`src/hdl/bfa_pkg.sv`:
```
// Package for the block fit allocator: function and outcome codes,
// controller states and the records passed between the table cells.
// No dependencies.
package bfa_pkg;

   // Function codes carried in the request tuser
   typedef enum logic [1:0] {
      FUNC_APPEND = 2'd0,
      FUNC_FIRST  = 2'd1,
      FUNC_BEST   = 2'd2,
      FUNC_WORST  = 2'd3
   } func_type;

   // Outcome codes carried in the response tuser
   localparam logic [1:0] OUT_OK    = 2'd0;
   localparam logic [1:0] OUT_NOFIT = 2'd1;
   localparam logic [1:0] OUT_FULL  = 2'd2;

   localparam int SIZE_W  = 16;
   localparam int PID_W   = 16;
   localparam int FUNC_W  = 2;
   localparam int OUT_W   = 2;
   localparam int IDXO_W  = 4;

   // Controller states
   typedef enum logic [1:0] {
      ST_IDLE,
      ST_SCAN,
      ST_DONE
   } state_type;

   // Search record handed from cell to cell, one hop per cycle
   typedef struct packed {
      logic              active;
      logic              found;
      func_type          func;
      logic [SIZE_W-1:0] req_size;
      logic [SIZE_W-1:0] pick_size;
   } search_type;

   // Table write broadcast to all cells
   typedef struct packed {
      logic              load;    // append: write a whole entry
      logic              claim;   // grant: clear free mark, set owner
      logic [SIZE_W-1:0] size;
      logic              free;
      logic [PID_W-1:0]  owner;
   } tbl_wr_type;

endpackage

```
`src/hdl/bfa_cell.sv`:
```
// One table cell of the block fit allocator: holds one block entry and
// updates the search record passing through it. Depends on bfa_pkg.
module bfa_cell #(
   parameter int IDX_W = 4,
   parameter int CNT_W = 5
) (
   input  logic                clock,
   input  logic                reset,
   input  logic [IDX_W-1:0]    cell_index,
   input  logic [CNT_W-1:0]    blocks_in_use,
   input  bfa_pkg::tbl_wr_type wr,
   input  logic [IDX_W-1:0]    wr_index,
   input  bfa_pkg::search_type srch_in,
   input  logic [IDX_W-1:0]    pick_in,
   output bfa_pkg::search_type srch_out,
   output logic [IDX_W-1:0]    pick_out
);
   import bfa_pkg::*;

   logic [SIZE_W-1:0] size_ff;
   logic              free_ff;
   logic [PID_W-1:0]  owner_ff;
   search_type        srch_ff;
   search_type        srch_in_n;
   logic [IDX_W-1:0]  pick_ff;
   logic [IDX_W-1:0]  pick_in_n;
   logic              in_use;
   logic              eligible;
   logic              take;
   logic              wr_hit;

   assign in_use   = {{(CNT_W-IDX_W){1'b0}}, cell_index} < blocks_in_use;
   assign eligible = srch_in.active && in_use && free_ff && (size_ff >= srch_in.req_size);
   assign wr_hit   = (wr_index == cell_index);

   // Policy decision for this entry
   always_comb begin
      case (srch_in.func)
         FUNC_FIRST: take = eligible && !srch_in.found;
         FUNC_BEST:  take = eligible && (!srch_in.found || size_ff < srch_in.pick_size);
         FUNC_WORST: take = eligible && (!srch_in.found || size_ff > srch_in.pick_size);
         default:    take = 1'b0;
      endcase
   end

   always_comb begin
      srch_in_n = srch_in;
      pick_in_n = pick_in;
      if (take) begin
         srch_in_n.found     = 1'b1;
         srch_in_n.pick_size = size_ff;
         pick_in_n           = cell_index;
      end
   end

   // Search record stage
   always_ff @(posedge clock) begin
      if (reset) begin
         srch_ff.active <= 1'b0;
      end else begin
         srch_ff.active <= srch_in_n.active;
      end
      srch_ff.found     <= srch_in_n.found;
      srch_ff.func      <= srch_in_n.func;
      srch_ff.req_size  <= srch_in_n.req_size;
      srch_ff.pick_size <= srch_in_n.pick_size;
      pick_ff           <= pick_in_n;
   end

   // Entry storage
   always_ff @(posedge clock) begin
      if (wr.load && wr_hit) begin
         size_ff  <= wr.size;
         free_ff  <= wr.free;
         owner_ff <= wr.owner;
      end else if (wr.claim && wr_hit) begin
         free_ff  <= 1'b0;
         owner_ff <= wr.owner;
      end
   end

   assign srch_out = srch_ff;
   assign pick_out = pick_ff;

endmodule

```
`src/hdl/block_fit_allocator.sv`:
```
// Block fit allocator: ordered block table with first, best and worst fit.
// Usage:
//   Request channel (req_): tuser = func, tdata = block_length,
//   starts_free, process_id, request_size. One transfer per item.
//   Response channel (rsp_): tuser = outcome, tdata = block_index,
//   granted_size. Exactly one response per request.
// Sequencing:
//   An append item passes from the request transfer to the pending
//   result register and then to the response register; an allocation
//   first sends its search record along the row of MAX_BLOCKS table
//   cells, one cell per cycle, and its result is captured when the
//   record leaves the last cell. The next request is taken in the cycle
//   after the response is loaded. One item is in flight at a time.
// Reset clears the block count, so the table reads as empty; the entries
// themselves are not cleared. If the receiver stalls, the response holds
// in the output register, the next result waits in the controller, and
// the table is updated only when that result moves to the output.
// Depends on bfa_pkg and bfa_cell.
module block_fit_allocator #(
   parameter int MAX_BLOCKS = 16
) (
   input  logic        clock,
   input  logic        reset,
   input  logic        req_tvalid,
   output logic        req_tready,
   input  logic [55:0] req_tdata,  // block_length[15:0], starts_free[16],
                                   // process_id[32:17], request_size[48:33], zero
   input  logic [1:0]  req_tuser,  // func[1:0]
   output logic        rsp_tvalid,
   input  logic        rsp_tready,
   output logic [23:0] rsp_tdata,  // block_index[3:0], granted_size[19:4], zero
   output logic [1:0]  rsp_tuser   // outcome[1:0]
);
   import bfa_pkg::*;

   localparam int IDX_W = (MAX_BLOCKS > 1) ? $clog2(MAX_BLOCKS) : 1;
   localparam int CNT_W = $clog2(MAX_BLOCKS + 1);
   localparam logic [CNT_W-1:0] CNT_FULL = CNT_W'(MAX_BLOCKS);

   // Request field unpacking
   logic [SIZE_W-1:0] in_blen;
   logic              in_free;
   logic [PID_W-1:0]  in_pid;
   logic [SIZE_W-1:0] in_req;
   func_type          in_func;

   assign in_blen = req_tdata[15:0];
   assign in_free = req_tdata[16];
   assign in_pid  = req_tdata[32:17];
   assign in_req  = req_tdata[48:33];
   assign in_func = func_type'(req_tuser);

   state_type          state_ff, state_in;
   logic [CNT_W-1:0]   cnt_ff, cnt_in;
   logic               rsp_valid_ff, rsp_valid_in;
   logic [OUT_W-1:0]   rsp_out_ff;
   logic [IDX_W-1:0]   rsp_idx_ff;
   logic [SIZE_W-1:0]  rsp_size_ff;

   // Pending result and the table update it implies
   logic               pend_append_ff;
   logic [OUT_W-1:0]   pend_out_ff;
   logic [IDX_W-1:0]   pend_idx_ff;
   logic [SIZE_W-1:0]  pend_size_ff;
   logic               pend_free_ff;
   logic [PID_W-1:0]   pend_pid_ff;

   // Cell chain
   search_type         srch [0:MAX_BLOCKS];
   logic [IDX_W-1:0]   pick [0:MAX_BLOCKS];
   tbl_wr_type         wr;

   logic accept;
   logic launch;
   logic scan_done;
   logic out_free;
   logic commit;
   logic is_full;

   assign accept    = req_tvalid && req_tready;
   assign launch    = accept && (in_func != FUNC_APPEND);
   assign scan_done = srch[MAX_BLOCKS].active;
   assign out_free  = !rsp_valid_ff || rsp_tready;
   assign is_full   = (cnt_ff == CNT_FULL);

   // Next state
   always_comb begin
      state_in = state_ff;
      case (state_ff)
         ST_IDLE: begin
            if (accept) begin
               state_in = (in_func == FUNC_APPEND) ? ST_DONE : ST_SCAN;
            end
         end
         ST_SCAN: begin
            if (scan_done) begin
               state_in = ST_DONE;
            end
         end
         ST_DONE: begin
            if (out_free) begin
               state_in = ST_IDLE;
            end
         end
         default: state_in = ST_IDLE;
      endcase
   end

   // Controller outputs
   always_comb begin
      req_tready = 1'b0;
      commit     = 1'b0;
      case (state_ff)
         ST_IDLE: req_tready = 1'b1;
         ST_SCAN: req_tready = 1'b0;
         ST_DONE: commit     = out_free;
         default: req_tready = 1'b0;
      endcase
   end

   // Search record entering the first cell
   always_comb begin
      srch[0].active    = launch;
      srch[0].found     = 1'b0;
      srch[0].func      = in_func;
      srch[0].req_size  = in_req;
      srch[0].pick_size = '0;
      pick[0]           = '0;
   end

   // Table write on commit
   always_comb begin
      wr.load  = commit && pend_append_ff && (pend_out_ff == OUT_OK);
      wr.claim = commit && !pend_append_ff && (pend_out_ff == OUT_OK);
      wr.size  = pend_size_ff;
      wr.free  = pend_free_ff;
      wr.owner = (pend_append_ff && pend_free_ff) ? '0 : pend_pid_ff;
   end

   // Block count and response valid
   always_comb begin
      cnt_in       = cnt_ff;
      rsp_valid_in = rsp_valid_ff;
      if (wr.load) begin
         cnt_in = cnt_ff + 1'b1;
      end
      if (commit) begin
         rsp_valid_in = 1'b1;
      end else if (rsp_tready) begin
         rsp_valid_in = 1'b0;
      end
   end

   always_ff @(posedge clock) begin
      if (reset) begin
         state_ff     <= ST_IDLE;
         cnt_ff       <= '0;
         rsp_valid_ff <= 1'b0;
      end else begin
         state_ff     <= state_in;
         cnt_ff       <= cnt_in;
         rsp_valid_ff <= rsp_valid_in;
      end
   end

   // Pending result capture
   always_ff @(posedge clock) begin
      if (accept) begin
         pend_append_ff <= (in_func == FUNC_APPEND);
         pend_free_ff   <= in_free;
         pend_pid_ff    <= in_pid;
         if (in_func == FUNC_APPEND) begin
            pend_out_ff  <= is_full ? OUT_FULL : OUT_OK;
            pend_idx_ff  <= is_full ? '0 : cnt_ff[IDX_W-1:0];
            pend_size_ff <= is_full ? '0 : in_blen;
         end
      end else if (state_ff == ST_SCAN && scan_done) begin
         pend_out_ff  <= srch[MAX_BLOCKS].found ? OUT_OK : OUT_NOFIT;
         pend_idx_ff  <= srch[MAX_BLOCKS].found ? pick[MAX_BLOCKS] : '0;
         pend_size_ff <= srch[MAX_BLOCKS].found ? srch[MAX_BLOCKS].pick_size : '0;
      end
   end

   // Response register
   always_ff @(posedge clock) begin
      if (commit) begin
         rsp_out_ff  <= pend_out_ff;
         rsp_idx_ff  <= pend_idx_ff;
         rsp_size_ff <= pend_size_ff;
      end
   end

   // Row of table cells
   for (genvar k = 0; k < MAX_BLOCKS; k++) begin : g_cell
      bfa_cell #(
         .IDX_W (IDX_W),
         .CNT_W (CNT_W)
      ) u_cell (
         .clock         (clock),
         .reset         (reset),
         .cell_index    (IDX_W'(k)),
         .blocks_in_use (cnt_ff),
         .wr            (wr),
         .wr_index      (pend_idx_ff),
         .srch_in       (srch[k]),
         .pick_in       (pick[k]),
         .srch_out      (srch[k+1]),
         .pick_out      (pick[k+1])
      );
   end

   // Response packing
   logic [IDX_W+IDXO_W-1:0] idx_ext;

   assign idx_ext    = {{IDXO_W{1'b0}}, rsp_idx_ff};
   assign rsp_tvalid = rsp_valid_ff;
   assign rsp_tuser  = rsp_out_ff;
   assign rsp_tdata  = {4'b0, rsp_size_ff, idx_ext[IDXO_W-1:0]};

endmodule
```
`config.mk`:
```
export PLATFORM = sky130hd
export DESIGN_NAME = block_fit_allocator
export DESIGN_NICKNAME = d
export VERILOG_FILES = /design/src/hdl/bfa_pkg.sv /design/src/hdl/bfa_cell.sv /design/src/hdl/block_fit_allocator.sv
export SDC_FILE = /design/constraint.sdc
export NUM_CORES = 1
export LEC_CHECK = 0
export ABC_AREA = 1
export BUFFER_PORTS_ARGS = -buffer_cell sky130_fd_sc_hd__clkbuf_2
export CAP_MARGIN = 0
export CORE_MARGIN = 4
export CORE_UTILIZATION = 35
export CTS_BUF_LIST = sky130_fd_sc_hd__clkbuf_8
export DETAILED_ROUTE_END_ITERATION = 6
export PLACE_DENSITY = 0.51
export SYNTH_ARGS = -nofsm -noshare
export SYNTH_HDL_FRONTEND = slang
export SYNTH_SLANG_ARGS = --single-unit
```
`constraint.sdc`:
```
create_clock -name clock -period 2.9 [get_ports clock]
set_clock_uncertainty 0.1 [all_clocks]
set_input_delay 0.29 -clock clock [delete_from_list [all_inputs] [get_ports clock]]
set_output_delay 0.29 -clock clock [all_outputs]
set_load 0.05 [all_outputs]
```
# Yosys cells after proc, flatten, opt, wreduce, memory -nomap -nowiden
# Index checks and enable logic that the tools add are counted.
[totals]
ff_bits = 933
input_bits = 62
output_inout_bits = 28
word_cells = 564
[classes]
addsub = 1
n_lt_le_gt_ge = 62
eq_ne = 70
muxes = 89
n_reduce_logical = 206
[ops]
columns = ["op", "count"]
rows = [
  ["2-to-1 mux 16 bit", 20],
  ["greater-or-equal comparator 16 bit", 16],
  ["> comparator 16 bit", 15],
  ["less-than comparator 16 bit", 15],
  ["logical AND 1 bit", 132],
  ["equality test 2 bit (second input constant)", 33],
  ["case mux 1 bit (3 select lines)", 15],
  ["less-than comparator 4 x 5 -> 1 bit (first input constant)", 8],
  ["2-to-1 mux 1 bit", 40],
  ["nonzero test 2 bit", 19],
  ["equality test 2 x 1 -> 1 bit (second input constant)", 17],
  ["equality test 4 bit (second input constant)", 8],
  ["logical OR 1 bit", 31],
  ["less-than comparator 3 x 5 -> 1 bit (first input constant)", 4],
  ["2-to-1 mux 4 bit", 5],
  ["zero test 1 bit", 17],
  ["equality test 4 x 3 -> 1 bit (second input constant)", 4],
  ["2-to-1 mux 2 bit", 8],
  ["less-than comparator 1 x 5 -> 1 bit (first input constant)", 2],
  ["less-than comparator 2 x 5 -> 1 bit (first input constant)", 2],
  ["equality test 4 x 2 -> 1 bit (second input constant)", 2],
  ["zero test 2 bit", 3],
  ["case mux 2 bit (3 select lines)", 1],
  ["adder 5 x 1 -> 5 bit (second input constant)", 1],
  ["8 further kinds", 10],
]

# Longest topological paths before layout
[depth]
word_depth = 9
depth_mapped = 18
ltp_nobuf = 17

# Modules after synthesis
# Synthesis repeated with hierarchy kept, for this count alone.
[unflattened]
cells_unflattened = 4948
area_unflattened_um2 = 46405.8
[by_module_without_submodules]
columns = ["module", "n_inst", "cells_each", "area_each_um2", "seq_area_each_um2"]
rows = [
  ["bfa_cell", 16, 294, 2722.6, 1311.3],
  ["block_fit_allocator", 1, 244, 2844.0, 2021.9],
]

# Worst setup path before layout
# Ideal clock, no wire load.
[synth_path]
path_kind = "register to register"
startpoint = "register state_ff[0]"
endpoint = "register pend_idx_ff[0], enable pin"
setup_ns = 0.434
t_arrival_ns = 2.993
required_time_ns = 2.366
path_slack_ns = -0.627
stages_incl_launch_ff = 4
n_path_buf = 0
period_less_slack_ns = 3.527
path_cell_list = "dfxtp_1 -> nor2_1 -> nand2_2 -> o21ai_0"
[synth_via]
elab_chain_len = 5
elab_cells_between_ends = 8
classes_between = "eq/ne: 2; mux: 1; reduce/logical: 5"
[synth_rtl]
columns = ["item", "line_no", "rtl"]
rows = [
  ["start, declared", "block_fit_allocator.sv:53", "state_type state_ff, state_in;"],
  ["start signal, assigned", "block_fit_allocator.sv:160", "state_ff <= state_in;"],
  ["zero test 2 bit (*)", "block_fit_allocator.sv:113", "case (state_ff)"],
  ["2-to-1 mux 1 bit (*)", "block_fit_allocator.sv:113", ""],
  ["via req_tready", "block_fit_allocator.sv:25", "output logic req_tready,"],
  ["logical AND 1 bit (*)", "block_fit_allocator.sv:80", "assign accept = req_tvalid && req_tready;"],
  ["!= test 2 x 1 -> 1 bit (no line) / nonzero test 2 bit (equally long branches)", "-", ""],
  ["AND reduction 2 bit (no line) (*)", "-", ""],
  ["end signal, assigned", "block_fit_allocator.sv:174", "pend_idx_ff <= is_full ? '0 : cnt_ff[IDX_W-1:0];"],
  ["end signal, assigned", "block_fit_allocator.sv:179", "pend_idx_ff <= srch[MAX_BLOCKS].found ? pick[MAX_BLOCKS] : '0;"],
  ["end, declared", "block_fit_allocator.sv:63", "logic [IDX_W-1:0] pend_idx_ff;"],
]
# Mark *: on every way through the listed nets, which the timed path passes. The rest lies on a longest branch.
# A chain may end at the register's enable or synchronous reset.

# Final worst setup path
[layout_path]
startpoint = "register cnt_ff[0]"
endpoint = "register pend_size_ff[11], data pin"
[layout_via]
elab_chain_len = 4
[layout_rtl]
columns = ["item", "line_no", "rtl"]
rows = [
  ["start, declared", "block_fit_allocator.sv:54", "logic [CNT_W-1:0] cnt_ff, cnt_in;"],
  ["start signal, assigned", "block_fit_allocator.sv:161", "cnt_ff <= cnt_in;"],
  ["equality test 5 bit", "block_fit_allocator.sv:84", "assign is_full = (cnt_ff == CNT_FULL);"],
  ["2-to-1 mux 16 bit", "block_fit_allocator.sv:175", "pend_size_ff <= is_full ? '0 : in_blen;"],
  ["2-to-1 mux 16 bit", "block_fit_allocator.sv:172", "if (in_func == FUNC_APPEND) begin"],
  ["2-to-1 mux 16 bit", "block_fit_allocator.sv:168", "if (accept) begin"],
  ["end signal, assigned", "block_fit_allocator.sv:175", ""],
  ["end signal, assigned", "block_fit_allocator.sv:180", "pend_size_ff <= srch[MAX_BLOCKS].found ? srch[MAX_BLOCKS].pick_size : '0;"],
  ["end, declared", "block_fit_allocator.sv:64", "logic [SIZE_W-1:0] pend_size_ff;"],
]
# Every way passes these cells. The select of a mux whose other input is x is not followed.

==> results.json <==
{
  "critPathLaunchType": "register",
  "end_kind": "register",
  "tns_ns": 0,
  "track_usage_pct": 17.6,
  "io_buffers": 62,
  "fmax_mhz": 380,
  "hold_viol_final": 0,
  "crit_type": "reg -> reg",
  "synth_largest_area_cell": "dfxtp_1",
  "synth-edff-count": 318,
  "start_util_pct": 35.4,
  "ys_seq_area_share_pct": 53.7,
  "maxSlewViolCount": 0,
  "syn_inst": 4314,
  "total_power_w": 0.0265,
  "fin_crit_sh_pct": 90.7,
  "die_w_um": 349,
  "p_per_area_mw_per_mm2": 564,
  "vias": 28800,
  "netlist_top_cells_count": "nand2_1, inv_1, dfxtp_1",
  "grt-ovfl-total": 0,
  "antenna_found_initial": 8,
  "cts_tree": "yes",
  "setup_violations": 0,
  "viasPerCell": 4.60,
  "hpwl_mm": 80.3,
  "relSlewSlack_pct": 16.3,
  "hold_path.class": "in -> reg",
  "ys_ff_latch": 933,
  "yosysMostFrequentCell": "nand2_1",
  "area_delta_synth_final_pct": 15.5,
  "grt_pass1_vias": 28800,
  "drtPass1Iterations": 5,
  "top_level_ports": 90,
  "netlist-cell-type-count": 42,
  "drtIter0Drc": 1656,
  "num-nets-final": 5177,
  "die_area_mm2": 0.122,
  "outcome": "finished clean",
  "grt_pass1_wl_mm": 165,
  "p_leak_nw": 21.4,
  "synth.cell_area_mm2": 0.0407,
  "crit_fanout": 18,
  "die_height_um": 349,
  "synth_ff_type": "dfxtp_1",
  "fillers": 11300,
  "clock_latency_ns": 0.83,
  "cap_violations": 0,
  "clk_pin_slew_ns": 0.06,
  "cts_max_level": 4,
  "cts_root_buf": "clkbuf_8",
  "crit_arrival_ns": 3.10,
  "worst_pin_slew_ns": 1.26,
  "drc": 0,
  "clock_path_buffers": 3,
  "required_ns": 3.37,
  "r2r_slack_ns": 0.27,
  "synth_area_leaders": "dfxtp_1, edfxtp_1, ha_1, nand2_1, inv_1",
  "wire_per_inst_um": 17.0,
  "ant_nets": 0,
  "final_util_pct": 40.9,
  "syn_avg_cell_area_um2": 9.44,
  "ys_warn_count": 0,
  "drive_above_1_share_pct": 9.46,
  "postSynth.asyncResetShare_pct": 0,
  "clkSinkCount": 933,
  "grt_max_degree": 27,
  "yosysTopAreaCellShare_pct": 30.2,
  "core-area_mm2": 0.115,
  "ir_drop_mv": 0.428,
  "cts_made_buffers": 156,
  "wirelength_mm": 106,
  "globalplace.congestion": 0.838,
  "fp-row-count": 124,
  "rsz0062_at_grt": "no",
  "fin_crit_ns": 2.63
}
-- per-stage QoR --
| stage | instances | cell area (um^2) | hold slack (ns) | worst slack [ns] |
|---|---|---|---|---|
| floorplan | 4317 | 40800 | 0.218 | -0.444 |
| global placement | 5897 | 43100 | 0.238 | 0.418 |
| detailed placement | 5897 | 43100 | 0.236 | 0.405 |
| CTS | 6259 | 47000 | 0.0159 | 0.275 |
| global route | 6260 | 47000 | 0.0757 | 0.0713 |
| finish | 6262 | 47000 | 0.114 | 0.271 |
-- per-layer routing --
| metal | up-vias | part of all wire [%] | global-route usage (%) |
|---|---|---|---|
| li1 | 14700 | - | - |
| met1 | 13400 | 45 | 22.6 |
| met2 | 493 | 48 | 30.2 |
| met3 | 175 | 3.8 | 2.57 |
| met4 | 0 | 2.7 | 6.08 |
| met5 | - | 0 | 0 |
-- worst paths after layout --
| kind | from | to | cells past startpoint |
|---|---|---|---|
| min | req_tdata[16] | pend_free_ff | 2 |
| max reg2reg | cnt_ff[0] | pend_size_ff[11] | 6 |
| min reg2reg | g_cell[5].u_cell.srch_out[22] | g_cell[6].u_cell.srch_out[22] | 0 |
| max | cnt_ff[0] | pend_size_ff[11] | 6 |
-- cell type report --
| type | count | area, um^2 | share of cell area, % |
|---|---|---|---|
| clock inverters | 109 | 728 | 1.55 |
| flip-flops and latches | 933 | 21900 | 46.5 |
| multi-input cells | 2606 | 15800 | 33.5 |
| diodes | 3 | 7.51 | 0.0160 |
| clock buffers | 179 | 2460 | 5.24 |
| inverters | 711 | 2670 | 5.68 |
| repair buffers | 209 | 1640 | 3.48 |
| well taps | 1512 | 1890 | 4.02 |
-- power breakdown --
| group | switching [W] | internal (W) |
|---|---|---|
| clock | 0.00527 | 0.00654 |
| sequential | 0.000220 | 0.0137 |
| combinational | 0.000462 | 0.000320 |
| total | 0.00596 | 0.0206 |
-- critical path, stage by stage, from the launching register on --
cell           delay [ns]
dfxtp_1              0.39
inv_2                0.20
ha_1                 0.18
nand3_1              0.53
nand3_1              0.35
nand2_1              0.07
dlygate4sd3_1        0.55
-- cells in the final DEF, fill, tap and decap left out, types with 6 or more instances in the layout --
master,count
nor4_1,15
nor2_1,181
dfxtp_1,615
nor3_1,15
nor2_2,15
clkinv_2,18
nand3_1,371
inv_2,16
o21ai_0,72
dlygate4sd3_1,74
nand2_2,14
a21oi_1,238
a21boi_0,11
o21a_1,15
a21o_1,6
o21bai_1,10
edfxtp_1,318
inv_1,760
clkbuf_2,62
buf_4,70
clkinv_1,8
nand4_1,24
nor4_2,12
bufinv_16,10
nor3_2,11
clkbuf_8,179
or2_2,14
nand2_4,15
ha_1,498
nand2_1,1040
-- state kept, by name (all words and copies together) (netlist names), 2 cells and up --
signal,count
g_cell.u_cell.pick_out,49
g_cell.u_cell.size_ff,256
rsp_idx_ff,4
pend_out_ff,2
g_cell.u_cell.free_ff,16
rsp_tuser,2
g_cell.u_cell.srch_out,558
state_ff,2
rsp_size_ff,16
pend_idx_ff,4
pend_size_ff,16
cnt_ff,5
-- logic make-up after synthesis --
family | after synthesis | synth area share [%]
compound gates | 372 | 4.98
fa+ha+maj | 498 | 15.3
buf+inv | 778 | 7.77
flops | 933 | 53.7
other cells | 1 | 0.00921
simple gates | 1732 | 18.2
-- timing repair --
action / in CTS / in global routing
gates resized for setup: 0 / 0
hold buffers: 74 / 0
setup buffers: 0 / 0
hold endpoints to repair: 92 / 0
Power figures use the tool's default switching activity.
